==> src/design/cmrq_pkg.sv <==
// types and constants shared by the counted multiset range query block
// no dependencies; imported by the cell and the top level
package cmrq_pkg;

	localparam int CAPACITY   = 64;
	localparam int VALUE_BITS = 32;
	localparam int COUNT_BITS = 16;
	localparam int IN_VAL_W   = 32;
	localparam int IN_CNT_W   = 16;
	localparam int SPREAD_W   = 32;
	// width in which a remove count and a copy count are compared
	localparam int CMP_W = (COUNT_BITS > IN_CNT_W) ? COUNT_BITS : IN_CNT_W;

	localparam logic [COUNT_BITS-1:0] COUNT_MAX = {COUNT_BITS{1'b1}};
	localparam logic [COUNT_BITS-1:0] COUNT_ONE = COUNT_BITS'(1);

	// command modes; any other code is a query
	localparam logic [1:0] MODE_INSERT = 2'd0;
	localparam logic [1:0] MODE_REMOVE = 2'd1;

	// result status codes
	localparam logic [1:0] ST_OK    = 2'd0;
	localparam logic [1:0] ST_FULL  = 2'd1;
	localparam logic [1:0] ST_EMPTY = 2'd2;

	typedef struct packed {
		logic [1:0]          mode;
		logic [IN_VAL_W-1:0] value;
		logic [IN_CNT_W-1:0] count;
	} in_t;

	typedef struct packed {
		logic [1:0]          status;
		logic [SPREAD_W-1:0] spread;
	} out_t;

	// contents of one cell of the sorted row
	typedef struct packed {
		logic                  used;
		logic [VALUE_BITS-1:0] value;
		logic [COUNT_BITS-1:0] copies;
	} cell_t;

	// operand broadcast to every cell
	typedef struct packed {
		logic [VALUE_BITS-1:0] value;
		logic [CMP_W-1:0]      count;
	} op_t;

	// per-cell compare results
	typedef struct packed {
		logic ge;    // free, or holds a value above the operand
		logic geq;   // free, or holds a value at or above the operand
		logic eq;    // holds the operand
		logic kill;  // holds the operand and the remove takes every copy
	} flag_t;

	// row-wide update decided from all cells' flags
	typedef struct packed {
		logic ins_new;
		logic ins_bump;
		logic del_shift;
		logic del_sub;
	} ctrl_t;

endpackage

==> src/design/cmrq_cell.sv <==
// one cell of the sorted row: a value, its copy count and a used bit
// depends on cmrq_pkg; instanced once per table entry by the top level
module cmrq_cell import cmrq_pkg::*; (
	input  logic  clk,
	input  logic  arst_n,
	input  op_t   op,
	input  ctrl_t ctrl,
	input  flag_t left_flag,
	input  cell_t left_cell,
	input  cell_t right_cell,
	output cell_t slot,
	output flag_t flag,
	output logic  tail
);

	logic                  used_q;
	logic [VALUE_BITS-1:0] value_q;
	logic [COUNT_BITS-1:0] copies_q;
	cell_t                 next;

	assign slot = '{used: used_q, value: value_q, copies: copies_q};

	// compare against the broadcast operand
	always_comb begin
		flag.eq   = used_q && (value_q == op.value);
		flag.ge   = !used_q || (value_q > op.value);
		flag.geq  = flag.ge || flag.eq;
		flag.kill = flag.eq && (op.count >= CMP_W'(copies_q));
	end

	// last used cell of the row holds the largest value
	assign tail = used_q && !right_cell.used;

	// next contents: shift right to open a gap, shift left to close one, or edit in place
	always_comb begin
		next = slot;
		if (ctrl.ins_new) begin
			if (left_flag.ge) begin
				next = left_cell;
			end else if (flag.ge) begin
				next = '{used: 1'b1, value: op.value, copies: COUNT_ONE};
			end
		end else if (ctrl.ins_bump) begin
			if (flag.eq && copies_q != COUNT_MAX) begin
				next.copies = copies_q + COUNT_ONE;
			end
		end else if (ctrl.del_shift) begin
			if (flag.geq) begin
				next = right_cell;
			end
		end else if (ctrl.del_sub) begin
			if (flag.eq) begin
				next.copies = COUNT_BITS'(CMP_W'(copies_q) - op.count);
			end
		end
	end

	// control state
	always_ff @(posedge clk or negedge arst_n) begin
		if (!arst_n) begin
			used_q   <= 1'b0;
			copies_q <= '0;
		end else begin
			used_q   <= next.used;
			copies_q <= next.used ? next.copies : '0;
		end
	end

	// stored value, meaningful only while used
	always_ff @(posedge clk) begin
		value_q <= next.value;
	end

endmodule

==> config.mk <==
export PLATFORM = sky130hd
export DESIGN_NAME = cmrq_cell
export DESIGN_NICKNAME = d
export VERILOG_FILES = /design/src/design/cmrq_pkg.sv /design/src/design/cmrq_cell.sv
export SDC_FILE = /design/constraint.sdc
export NUM_CORES = 1
export LEC_CHECK = 0
export BUFFER_PORTS_ARGS = -buffer_cell sky130_fd_sc_hd__buf_4
export CORE_AREA = 2 2 97 99
export CTS_BUF_LIST = sky130_fd_sc_hd__clkbuf_16
export DETAILED_ROUTE_END_ITERATION = 10
export DIE_AREA = 0 0 99 101
export GPL_TIMING_DRIVEN = 1
export PLACE_DENSITY = 0.89
export SLEW_MARGIN = 40
export SYNTH_ARGS = -nofsm -noshare
export SYNTH_HDL_FRONTEND = slang
export SYNTH_SLANG_ARGS = --single-unit
==> constraint.sdc <==
create_clock -name clk -period 8.27 [get_ports clk]
set_input_delay 0 -clock clk [delete_from_list [all_inputs] [get_ports clk]]
set_output_delay 0 -clock clk [all_outputs]
set_load 0.005 [all_outputs]
==> metrics.md, run 1 <==
| Metric | Value |
|---|---|
| RSZ-0062 raised after global routing | `false` |
| Core Box Area | `0.00898 sq mm` |
| CTS H-tree depth | `2` |
| GPL Wtd Cong | `approximately 0.95` |
| Final min period | `3.97 ns` |
| Max-cap viol count | `0` |
| Final hold vios | `0` |
| Worst reg2reg endpoint | `value_q[17]$_DFFE_PP_` |
| Ports | `210` |
| CP cell instances | `ha_1 -> nand4_1 -> nor4_2 -> o21ai_0 -> a31oi_1 -> nor2_1 -> nor3_4 -> buf_4 -> o21bai_2 -> buf_4` |
| R2r setup slk | `4.30 ns` |
| Max Slew Vio Count | `0` |
| Multi-input gate area | `0.00273 sq mm` |
| Largest stage delay on the critical path | `0.69 ns` |
| Crit path kind | `register to register` |
| Clk Latency, worst-skew pair | `0.29 ns` |
| Clock buffer depth | `2` |
| Ys async rst share | `0.347` |
| Overall Power | `1.01 mW` |
| All-Layer GR Usage | `0.312` |
| Relative max-transition margin | `0.445` |
| CTS Buf Count | `5` |
| Grt total ovfl | `0` |
| Die width | `99 microns` |
| Hold path endpoint | `value_q[21]$_DFFE_PP_` |
| Setup-failing EPs final | `0` |
| Combinational share of power | `0.455` |
| Root Buffer | `clkbuf_16` |
| Status | `complete, no violations` |
| Post-placement cell area | `0.00617 sq mm` |
| Row cnt | `35` |
| Antenna Cells | `0` |
| Drt pass-1 iters | `6` |
| Via count | `5,201` |
| Synth Flop Type | `edfxtp_1` |
| Switch share | `0.368` |
| Post-CTS Setup Inserts | `0` |
| Final antenna-violating net count | `0` |
| First-pass GRT wire length | `24,900 microns` |
| Clock network fraction of design power | `0.195` |
| Dpl ws | `between 4 and 5 ns` |
| CP Data Required Time | `8.21 ns` |
| Int Pwr | `0.639 mW` |
| Static leakage | `roughly 3.3 nW` |
| P_sw | `between 0.3 and 0.4 mW` |
| Area Growth Syn to Fin | `39.2%` |
| Netlist Area Pre-Place | `0.00456 sq mm` |
| Startpoint types | `register` |
| CP Max Fanout | `32` |
| Register Area | `0.00139 sq mm` |
| Distinct cell type count after synthesis | `55` |
| Cell count of the worst reg-to-reg path | `10` |
| Worst-Margin Slew | `0.833 ns` |
| Initial antenna violation count | `0` |
| Syn Inst Count | `between 500 and 600` |
| Synth top area cells | `edfxtp_1, ha_1, dfrtp_1` |
| PwrDens | `between 150 and 200 mW/mm^2` |
| Detailed Route WL | `about 16,000 microns` |
| Largest net degree at the start of global routing | `33` |
| Crit path DAT | `3.91 ns` |
| Clock Sinks | `49` |
| Worst path most repeated cell | `buf_4` |
| # DRC | `0` |
| Post-DP HPWL | `between 10,000 and 15,000 microns` |
| Drt first-iter violations | `448` |
| CTS tree | `built` |
| Synth top area share | `0.211` |
| Vias per cell | `6.07` |
| Sequential cell area fraction in the yosys report | `0.304` |
| Most frequent cells in the layout | `buf_4, inv_1, a21oi_1` |
| Hold Crit Depth | `3` |
| Register share of total power | `0.350` |
| Share of cells above drive strength 1 | `0.307` |
| Setup crit end kind | `register` |
| Fin area | `0.00635 sq mm` |
| Port Buffer Count | `roughly 200` |
| Worst Hold Launch | `left_cell[37]` |
| Nets | `951` |
| Synth Area per Inst | `8.33 sq um` |
| Final setup TNS | `0 ns` |
| Post-layout worst setup margin | `4.30 ns` |
| Starting density of the core | `0.508` |
| Post-synth EDFFs | `32` |
| DIE AREA | `0.0100 sq mm` |
| Per-cell routed wire length | `19.1 microns` |
| Worst Hold Class | `input pin to register` |
| Yosys Warn Count | `0` |
| Commonest non-fill, non-tap cell in the layout | `buf_4` |
| Post-Syn Nets | `754` |
| Max Fclk | `252 MHz` |
| Yosys top cell by area | `edfxtp_1` |
| Reg2reg start | `value_q[14]$_DFFE_PP_` |
| Die Ht | `a little over 100 microns` |
| Peak supply drop | `approximately 0.1 mV` |
| Clk slew on worst S/H paths | `0.07 ns` |
| Layout Skew | `approximately 0.0066 ns` |
| Crit share post-route | `0.480` |
| #FFs+latches synth | `49` |
| Fillers | `688` |
| Slowest-stage cell, CP | `nor3_4` |
| Vias in the first global route | `about 5,000` |
worst max-delay path by stage:
stage,endpoint,slack (ns),from,cells after the start
after floorplan,value_q[0]$_DFFE_PP_,4.43,value_q[30]$_DFFE_PP_,9
after global placement,value_q[20]$_DFFE_PP_,4.54,value_q[14]$_DFFE_PP_,10
after detailed placement,value_q[25]$_DFFE_PP_,4.37,value_q[14]$_DFFE_PP_,10
after CTS,value_q[17]$_DFFE_PP_,4.34,value_q[14]$_DFFE_PP_,10
after global routing,value_q[29]$_DFFE_PP_,4.07,value_q[14]$_DFFE_PP_,10
final,value_q[17]$_DFFE_PP_,4.30,value_q[14]$_DFFE_PP_,10
synth_stat cells (all sizes together), types with 2 or more instances:
cell     n
nor2b    3
a211o    2
a21o     8
o211ai   2
o21ai   26
buf     10
dfrtp   17
a211oi   5
clkbuf  14
a21oi   54
a31o     3
a311oi   2
a22oi    5
nor4     4
edfxtp  32
ha      49
nand2   42
xnor2   16
and3     4
o21a     4
nor3     7
nor2    28
nand2b   8
nand3   19
nand4   12
inv     91
xor2     9
a21boi   2
or3      4
a222oi  36
o21bai   3
a31oi   10
o22ai    3
power groups by stage:
stage | Combinational, mW | Sequential (mW) | Clock (mW)
CTS | 0.455 | 0.352 | 0.198
finish | 0.460 | 0.354 | 0.197
global placement | 0.438 | 0.354 | 0
global route | 0.505 | 0.358 | 0.208
floorplan | 0.260 | 0.346 | 0
detailed placement | 0.452 | 0.357 | 0
critical path: cells and delay by family (launching register included):
kind	cells	cell delay, ns
and+or+nand+nor	4	1.54
adders and majority gates	1	0.34
DFF	1	0.41
AOI/OAI and AO/OA	3	0.56
buffers and inverters	2	0.75
layout make-up:
cell class,instances,area share
multi-input cells,383,0.429
repair buffers,214,0.254
flip-flops and latches,49,0.218
inverters,92,0.0545
well taps,111,0.0219
clock buffers,5,0.0197
clock inverters,3,0.00217
per-layer routing:
layer / vias up / track usage / share of wire
met5: - / 0 / 0
met4: 0 / 0.0759 / 0.015
met3: 22 / 0.0548 / 0.092
met2: 310 / 0.572 / 0.51
met1: 2450 / 0.381 / 0.38
li1: 2419 / - / -
cell families (layout without fill, tap and decap cells):
logic type / after synthesis / in the layout / share of synthesized area
buffers and inverters: 116 / 314 / 0.100
flip-flops: 49 / 49 / 0.304
XOR/XNOR: 25 / 25 / 0.0480
AND/OR/NAND/NOR: 134 / 134 / 0.144
adder cells (fa/ha/maj): 50 / 50 / 0.139
multiplexers: 1 / 1 / 0.00247
AO/OA/AOI/OAI: 173 / 173 / 0.263
registers in the layout, summed over array words and instances (netlist names):
register,count
used_q,1
value_q,32
copies_q,16
through the flow:
step | util | hold WS (ns) | instances
after floorplan | - | -0.296 | 548
after global placement | 0.688 | -0.123 | 845
after detailed placement | 0.688 | -0.121 | 845
after CTS | 0.708 | 0.000178 | 857
after global routing | 0.708 | 0.00754 | 857
final | 0.708 | 0.00514 | 857
timing repair:
item,4_1_cts,5_1_grt
resized for setup,0,0
hold buffers,4,0
hold endpoints to repair,20,0
Note: power is estimated with default switching activity, not from simulation.
==> run 2: changes to the inputs <==
--- a/config.mk
+++ b/config.mk
@@ -6,12 +6,12 @@
 export NUM_CORES = 1
 export LEC_CHECK = 0
 export BUFFER_PORTS_ARGS = -buffer_cell sky130_fd_sc_hd__buf_4
-export CORE_AREA = 2 2 97 99
+export CORE_AREA = 2 2 105 107
 export CTS_BUF_LIST = sky130_fd_sc_hd__clkbuf_16
 export DETAILED_ROUTE_END_ITERATION = 10
-export DIE_AREA = 0 0 99 101
+export DIE_AREA = 0 0 107 109
 export GPL_TIMING_DRIVEN = 1
-export PLACE_DENSITY = 0.89
+export PLACE_DENSITY = 0.81
 export SLEW_MARGIN = 40
 export SYNTH_ARGS = -nofsm -noshare
 export SYNTH_HDL_FRONTEND = slang
==> constraint.sdc (replaced) <==
create_clock -name clk -period 3.6 [get_ports clk]
set_input_delay 0 -clock clk [delete_from_list [all_inputs] [get_ports clk]]
set_output_delay 0 -clock clk [all_outputs]
set_load 0.005 [all_outputs]
==> run 2 against run 1 <==
  * Clock skew fell by 0.0018 ns
  * Critical path depth unchanged
  * Sequential power rose by 130%
  * Final area rose by 2.9%
  * Hold slack better by 0.0072 ns
  * Die area grew 17%
  * Critical path type unchanged
  * Largest power group unchanged
  * Highest routed layer unchanged
==> metrics.md, run 2 (same netlist as run 1, synthesis figures left out) <==
| Metric | Value |
|---|---|
| Final min period | `3.16 ns` |
| Clock buffer depth | `2` |
| Most frequent cells in the layout | `buf_4, inv_1, a21oi_1` |
| CTS Buf Count | `5` |
| Ports | `210` |
| Root Buffer | `clkbuf_16` |
| Crit path DAT | `3.33 ns` |
| Setup-failing EPs final | `0` |
| Detailed Route WL | `around 16,000 microns` |
| DIE AREA | `roughly 0.012 sq mm` |
| Port Buffer Count | `about 200` |
| Peak supply drop | `0.173 mV` |
| First-pass GRT wire length | `between 20,000 and 30,000 microns` |
| Largest Register | `value_q` |
| CTS H-tree depth | `2` |
| Switch share | `0.362` |
| Drt first-iter violations | `662` |
| WHS | `0.0123 ns` |
| # DRC | `0` |
| Biggest regs | `value_q: 32 flops, copies_q: 16 flops, used_q: 1 flops` |
| Row cnt | `38` |
| CP Data Required Time | `~3.8 ns` |
| Max Fclk | `316 MHz` |
| Area Growth Syn to Fin | `43.2%` |
| Startpoint types | `register` |
| Die Ht | `approximately 110 microns` |
| Share of cells above drive strength 1 | `0.306` |
| Crit share post-route | `0.878` |
| Drt pass-1 iters | `6` |
| All-Layer GR Usage | `0.274` |
| Initial antenna violation count | `0` |
| Largest net degree at the start of global routing | `33` |
| CTS tree | `built` |
| Static leakage | `3.32 nW` |
| Worst Hold Class | `input pin to register` |
| Clk slew on worst S/H paths | `0.06 ns` |
| PwrDens | `~360 mW/mm^2` |
| RSZ-0062 raised after global routing | `false` |
| Int Pwr | `1.49 mW` |
| Relative max-transition margin | `0.539` |
| Status | `complete, no violations` |
| Final antenna-violating net count | `0` |
| Per-cell routed wire length | `between 15 and 20 microns` |
| Vias per cell | `5.73` |
| Max FFs per register | `32` |
| Combinational share of power | `0.466` |
| Final hold vios | `0` |
| Core Box Area | `0.0106 sq mm` |
| Starting density of the core | `0.430` |
| Register share of total power | `0.345` |
| Final setup TNS | `0 ns` |
| Post-placement cell area | `about 0.0063 sq mm` |
| Via count | `5,153` |
| Fin area | `about 0.0065 sq mm` |
| Die width | `107 microns` |
| Clk Latency, worst-skew pair | `0.28 ns` |
| Nets | `about 960` |
| Max-cap viol count | `0` |
| Max Slew Vio Count | `0` |
| CP Max Fanout | `14` |
| GPL Wtd Cong | `0.891` |
| Overall Power | `2.33 mW` |
| P_sw | `0.842 mW` |
| Grt total ovfl | `0` |
| Clock Sinks | `49` |
| Worst-Margin Slew | `approximately 0.69 ns` |
| Vias in the first global route | `5,162` |
| Layout Skew | `between 0.004 and 0.005 ns` |
| Setup crit end kind | `register` |
| Crit path kind | `register to register` |
| Clock network fraction of design power | `0.189` |
| Commonest non-fill, non-tap cell in the layout | `buf_4` |
| Post-DP HPWL | `12,900 microns` |
| Antenna Cells | `0` |
-- run 2: power by group through the flow --
stage	Clock [mW]	Combinational, mW	Sequential [mW]
after floorplan	0	0.598	0.793
after global placement	0	1.03	0.806
after detailed placement	0	1.06	0.811
after CTS	0.451	1.08	0.801
after global routing	0.468	1.20	0.814
final	0.440	1.09	0.802
-- run 2: final cells by class --
type	count	area, sq um
fill	868	4070
multi-input combinational	383	2740
timing repair buffer	227	1760
sequential	49	1390
inverter	92	347
tap	140	175
clock buffer	5	125
clock inverter	3	11.3
-- run 2: worst max-delay path, stage by stage, from the launching register on --
cell      delay, ns
edfxtp_1       0.39
ha_1           0.33
nand4_1        0.19
nor4_2         0.46
o21ai_0        0.21
a31oi_1        0.17
nor2_1         0.16
inv_2          0.22
a31o_2         0.40
inv_1          0.22
a32o_1         0.29
-- run 2: path summary, 6_finish.rpt --
| path | start | end | slack [ns] | cells past startpoint |
|---|---|---|---|---|
| max in group asynchronous | arst_n | copies_q[10]$_DFFE_PN0P_ | 3.27 | 2 |
| max reg2reg | value_q[14]$_DFFE_PP_ | copies_q[13]$_DFFE_PN0P_ | 0.44 | 10 |
| min reg2reg | copies_q[1]$_DFFE_PN0P_ | copies_q[1]$_DFFE_PN0P_ | 0.65 | 2 |
| min | left_cell[40] | value_q[24]$_DFFE_PP_ | 0.01 | 3 |
| max | value_q[14]$_DFFE_PP_ | copies_q[13]$_DFFE_PN0P_ | 0.44 | 10 |
| min in group asynchronous | arst_n | copies_q[2]$_DFFE_PN0P_ | 0.13 | 2 |
-- run 2: what timing repair did --
item / CTS / global route
setup buffers: 0 / 0
hold buffers: 13 / 0
gates resized for setup: 0 / 0
hold endpoints to repair: 29 / 0
-- run 2: per-layer routing --
layer | part of all wire | GRT usage | vias up
li1 | - | - | 2444
met1 | 0.39 | 0.328 | 2357
met2 | 0.47 | 0.487 | 316
met3 | 0.11 | 0.0586 | 36
met4 | 0.030 | 0.0946 | 0
met5 | 0 | 0 | -
-- run 2: per-stage QoR --
stage               setup slack (ns)  std cells   util
floorplan                      0.438        548      -
global placement               0.481        877  0.589
detailed placement             0.518        878  0.591
CTS                            0.484        899  0.616
global route                   0.171        899  0.616
finish                         0.439        899  0.616
==> run 3: changes to the inputs <==
--- a/config.mk
+++ b/config.mk
@@ -11,7 +11,7 @@
 export DETAILED_ROUTE_END_ITERATION = 10
 export DIE_AREA = 0 0 107 109
 export GPL_TIMING_DRIVEN = 1
-export PLACE_DENSITY = 0.81
+export PLACE_DENSITY = 0.87
 export SLEW_MARGIN = 40
 export SYNTH_ARGS = -nofsm -noshare
 export SYNTH_HDL_FRONTEND = slang
==> run 3 against run 2 <==
  * Routed wire length increased by 0.78%
  * Register-to-register slack about the same
  * Largest power group unchanged
  * Hold slack got worse by 0.0054 ns
  * Critical path type unchanged
==> metrics.md, run 3 (same netlist as run 1, synthesis figures left out) <==
| Metric | Value |
|---|---|
| Status | `complete, no violations` |
| Relative max-transition margin | `0.522` |
| Hold path endpoint | `value_q[24]$_DFFE_PP_` |
| Setup-failing EPs final | `0` |
| Max Slew Vio Count | `0` |
| Commonest non-fill, non-tap cell in the layout | `buf_4` |
| Int Pwr | `1.63 mW` |
| RSZ-0062 raised after global routing | `false` |
| Starting density of the core | `0.430` |
| CTS tree | `built` |
| Worst reg2reg endpoint | `copies_q[13]$_DFFE_PN0P_` |
| Antenna Cells | `0` |
| Clock buffer depth | `2` |
| Layout Skew | `around 0.0027 ns` |
| Most frequent cells in the layout | `buf_4, inv_1, a21oi_1` |
| CP Data Required Time | `3.78 ns` |
| Drt first-iter violations | `approximately 510` |
| Drt pass-1 iters | `8` |
| Largest stage delay on the critical path | `around 0.47 ns` |
| Static leakage | `3.34 nW` |
| WHS | `0.00686 ns` |
| Startpoint types | `register` |
| Post-route core utilization | `0.624` |
| Clk slew on worst S/H paths | `0.07 ns` |
| Vias in the first global route | `5,129` |
| Post-placement cell area | `0.00627 sq mm` |
| Switch share | `0.345` |
| Final setup TNS | `0 ns` |
| Core Box Area | `about 0.011 sq mm` |
| Fillers | `891` |
| Clock Sinks | `slightly below 50` |
| Die Ht | `109 microns` |
| Worst Hold Class | `input pin to register` |
| # DRC | `0` |
| CTS H-tree depth | `2` |
| Post-DP HPWL | `12,700 microns` |
| Vias per cell | `between 5 and 6` |
| Setup crit end kind | `register` |
| Crit path kind | `register to register` |
| Die width | `between 100 and 150 microns` |
| Peak supply drop | `0.187 mV` |
| All-Layer GR Usage | `0.272` |
| Combinational share of power | `0.435` |
| Row cnt | `38` |
| Hold Crit Depth | `3` |
| Max-cap viol count | `0` |
| Grt total ovfl | `0` |
| Max Fclk | `316 MHz` |
| Detailed Route WL | `approximately 16,000 microns` |
| Reg2reg start | `value_q[14]$_DFFE_PP_` |
| DIE AREA | `0.0117 sq mm` |
| Initial antenna violation count | `0` |
| Worst Hold Launch | `left_cell[40]` |
| Clock network fraction of design power | `0.243` |
| Max FFs per register | `32` |
| Overall Power | `about 2.5 mW` |
| Biggest regs | `value_q: 32 flops, copies_q: 16 flops, used_q: 1 flops` |
| Largest Register | `value_q` |
| PwrDens | `about 380 mW/mm^2` |
| GPL Wtd Cong | `0.970` |
| Register share of total power | `0.323` |
| Crit share post-route | `0.878` |
| Cell count of the worst reg-to-reg path | `10` |
| Ports | `210` |
| Final antenna-violating net count | `0` |
| Final hold vios | `0` |
| Root Buffer | `clkbuf_16` |
| Clk Latency, worst-skew pair | `0.29 ns` |
| CP cell instances | `ha_1 -> nand4_1 -> nor4_2 -> o21ai_0 -> a31oi_1 -> nor2_1 -> inv_2 -> a31o_2 -> inv_1 -> a32o_1` |
| Per-cell routed wire length | `18.2 microns` |
| Fin area | `0.00661 sq mm` |
| Final min period | `3.16 ns` |
| CP Max Fanout | `14` |
| Area Growth Syn to Fin | `44.8%` |
| Bufs and invs on worst path | `2` |
| Crit path max-delay family | `compound AO/OA/AOI/OAI gates` |
| CTS Buf Count | `5` |
| R2r setup slk | `~0.44 ns` |
| Port Buffer Count | `~210` |
| Crit path DAT | `3.34 ns` |
| Worst-Margin Slew | `0.714 ns` |
| Largest net degree at the start of global routing | `45` |
| P_sw | `0.862 mW` |
| Slowest-stage cell, CP | `nor4_2` |
| Nets | `slightly below 1,000` |
| Share of cells above drive strength 1 | `0.308` |
| Via count | `5,202` |
| First-pass GRT wire length | `24,800 microns` |
[run 3: cell count changes in the layout (fill, tap and decap cells not counted), moves of 2 or more]
cell	previous run	this run
buf_4	213	211
bufinv_16	0	2
dlygate4sd3_1	13	15
inv_1	93	90
[run 3: layer usage]
metal  global-route usage  vias to the layer above  wire [microns]
met3               0.0514                       47            1710
met5                    0                        -               0
met4                0.112                        0             583
li1                     -                     2438               -
met2                0.486                      311            7870
met1                0.321                     2406            6220
[run 3: worst max-delay path by stage]
stage	start	end	slack (ns)	depth (start not counted)
final	value_q[14]$_DFFE_PP_	copies_q[13]$_DFFE_PN0P_	0.44	10
after global routing	value_q[14]$_DFFE_PP_	copies_q[13]$_DFFE_PN0P_	0.25	10
after CTS	value_q[14]$_DFFE_PP_	copies_q[13]$_DFFE_PN0P_	0.47	10
after detailed placement	value_q[14]$_DFFE_PP_	copies_q[13]$_DFFE_PN0P_	0.50	10
after global placement	value_q[27]$_DFFE_PP_	value_q[25]$_DFFE_PP_	0.43	9
after floorplan	value_q[30]$_DFFE_PP_	value_q[0]$_DFFE_PP_	0.44	9
[run 3: power by group through the flow]
stage               combinational (mW)  clock [mW]  sequential, mW
floorplan                        0.598           0           0.793
global placement                  1.03           0           0.810
detailed placement                1.06           0           0.813
CTS                               1.08       0.612           0.803
global route                      1.19       0.633           0.817
finish                            1.09       0.606           0.805
[run 3: timing repair]
action                    CTS  global route
resized for setup           0             0
hold endpoints to repair   31             0
setup buffers               0             0
hold buffers               15             0
[run 3: metrics by stage]
stage	std cells	worst slack, ns
final	900	0.439
after global routing	900	0.245
after CTS	900	0.474
after detailed placement	877	0.501
after global placement	875	0.426
after floorplan	548	0.438
[run 3: cell type report]
class | count | area (sq um) | share of cell area
Inverter | 92 | 347 | 0.0524
Clock inverter | 3 | 65.1 | 0.00984
Timing Repair Buffer | 228 | 1780 | 0.269
Clock buffer | 5 | 125 | 0.0189
Tap cell | 140 | 175 | 0.0265
Multi-Input combinational cell | 383 | 2740 | 0.414
Sequential cell | 49 | 1390 | 0.210
[run 3: worst min-delay path, cell delays in order]
cell and delay [ns]:
buf_4 0.08, a222oi_1 0.05, inv_1 0.06
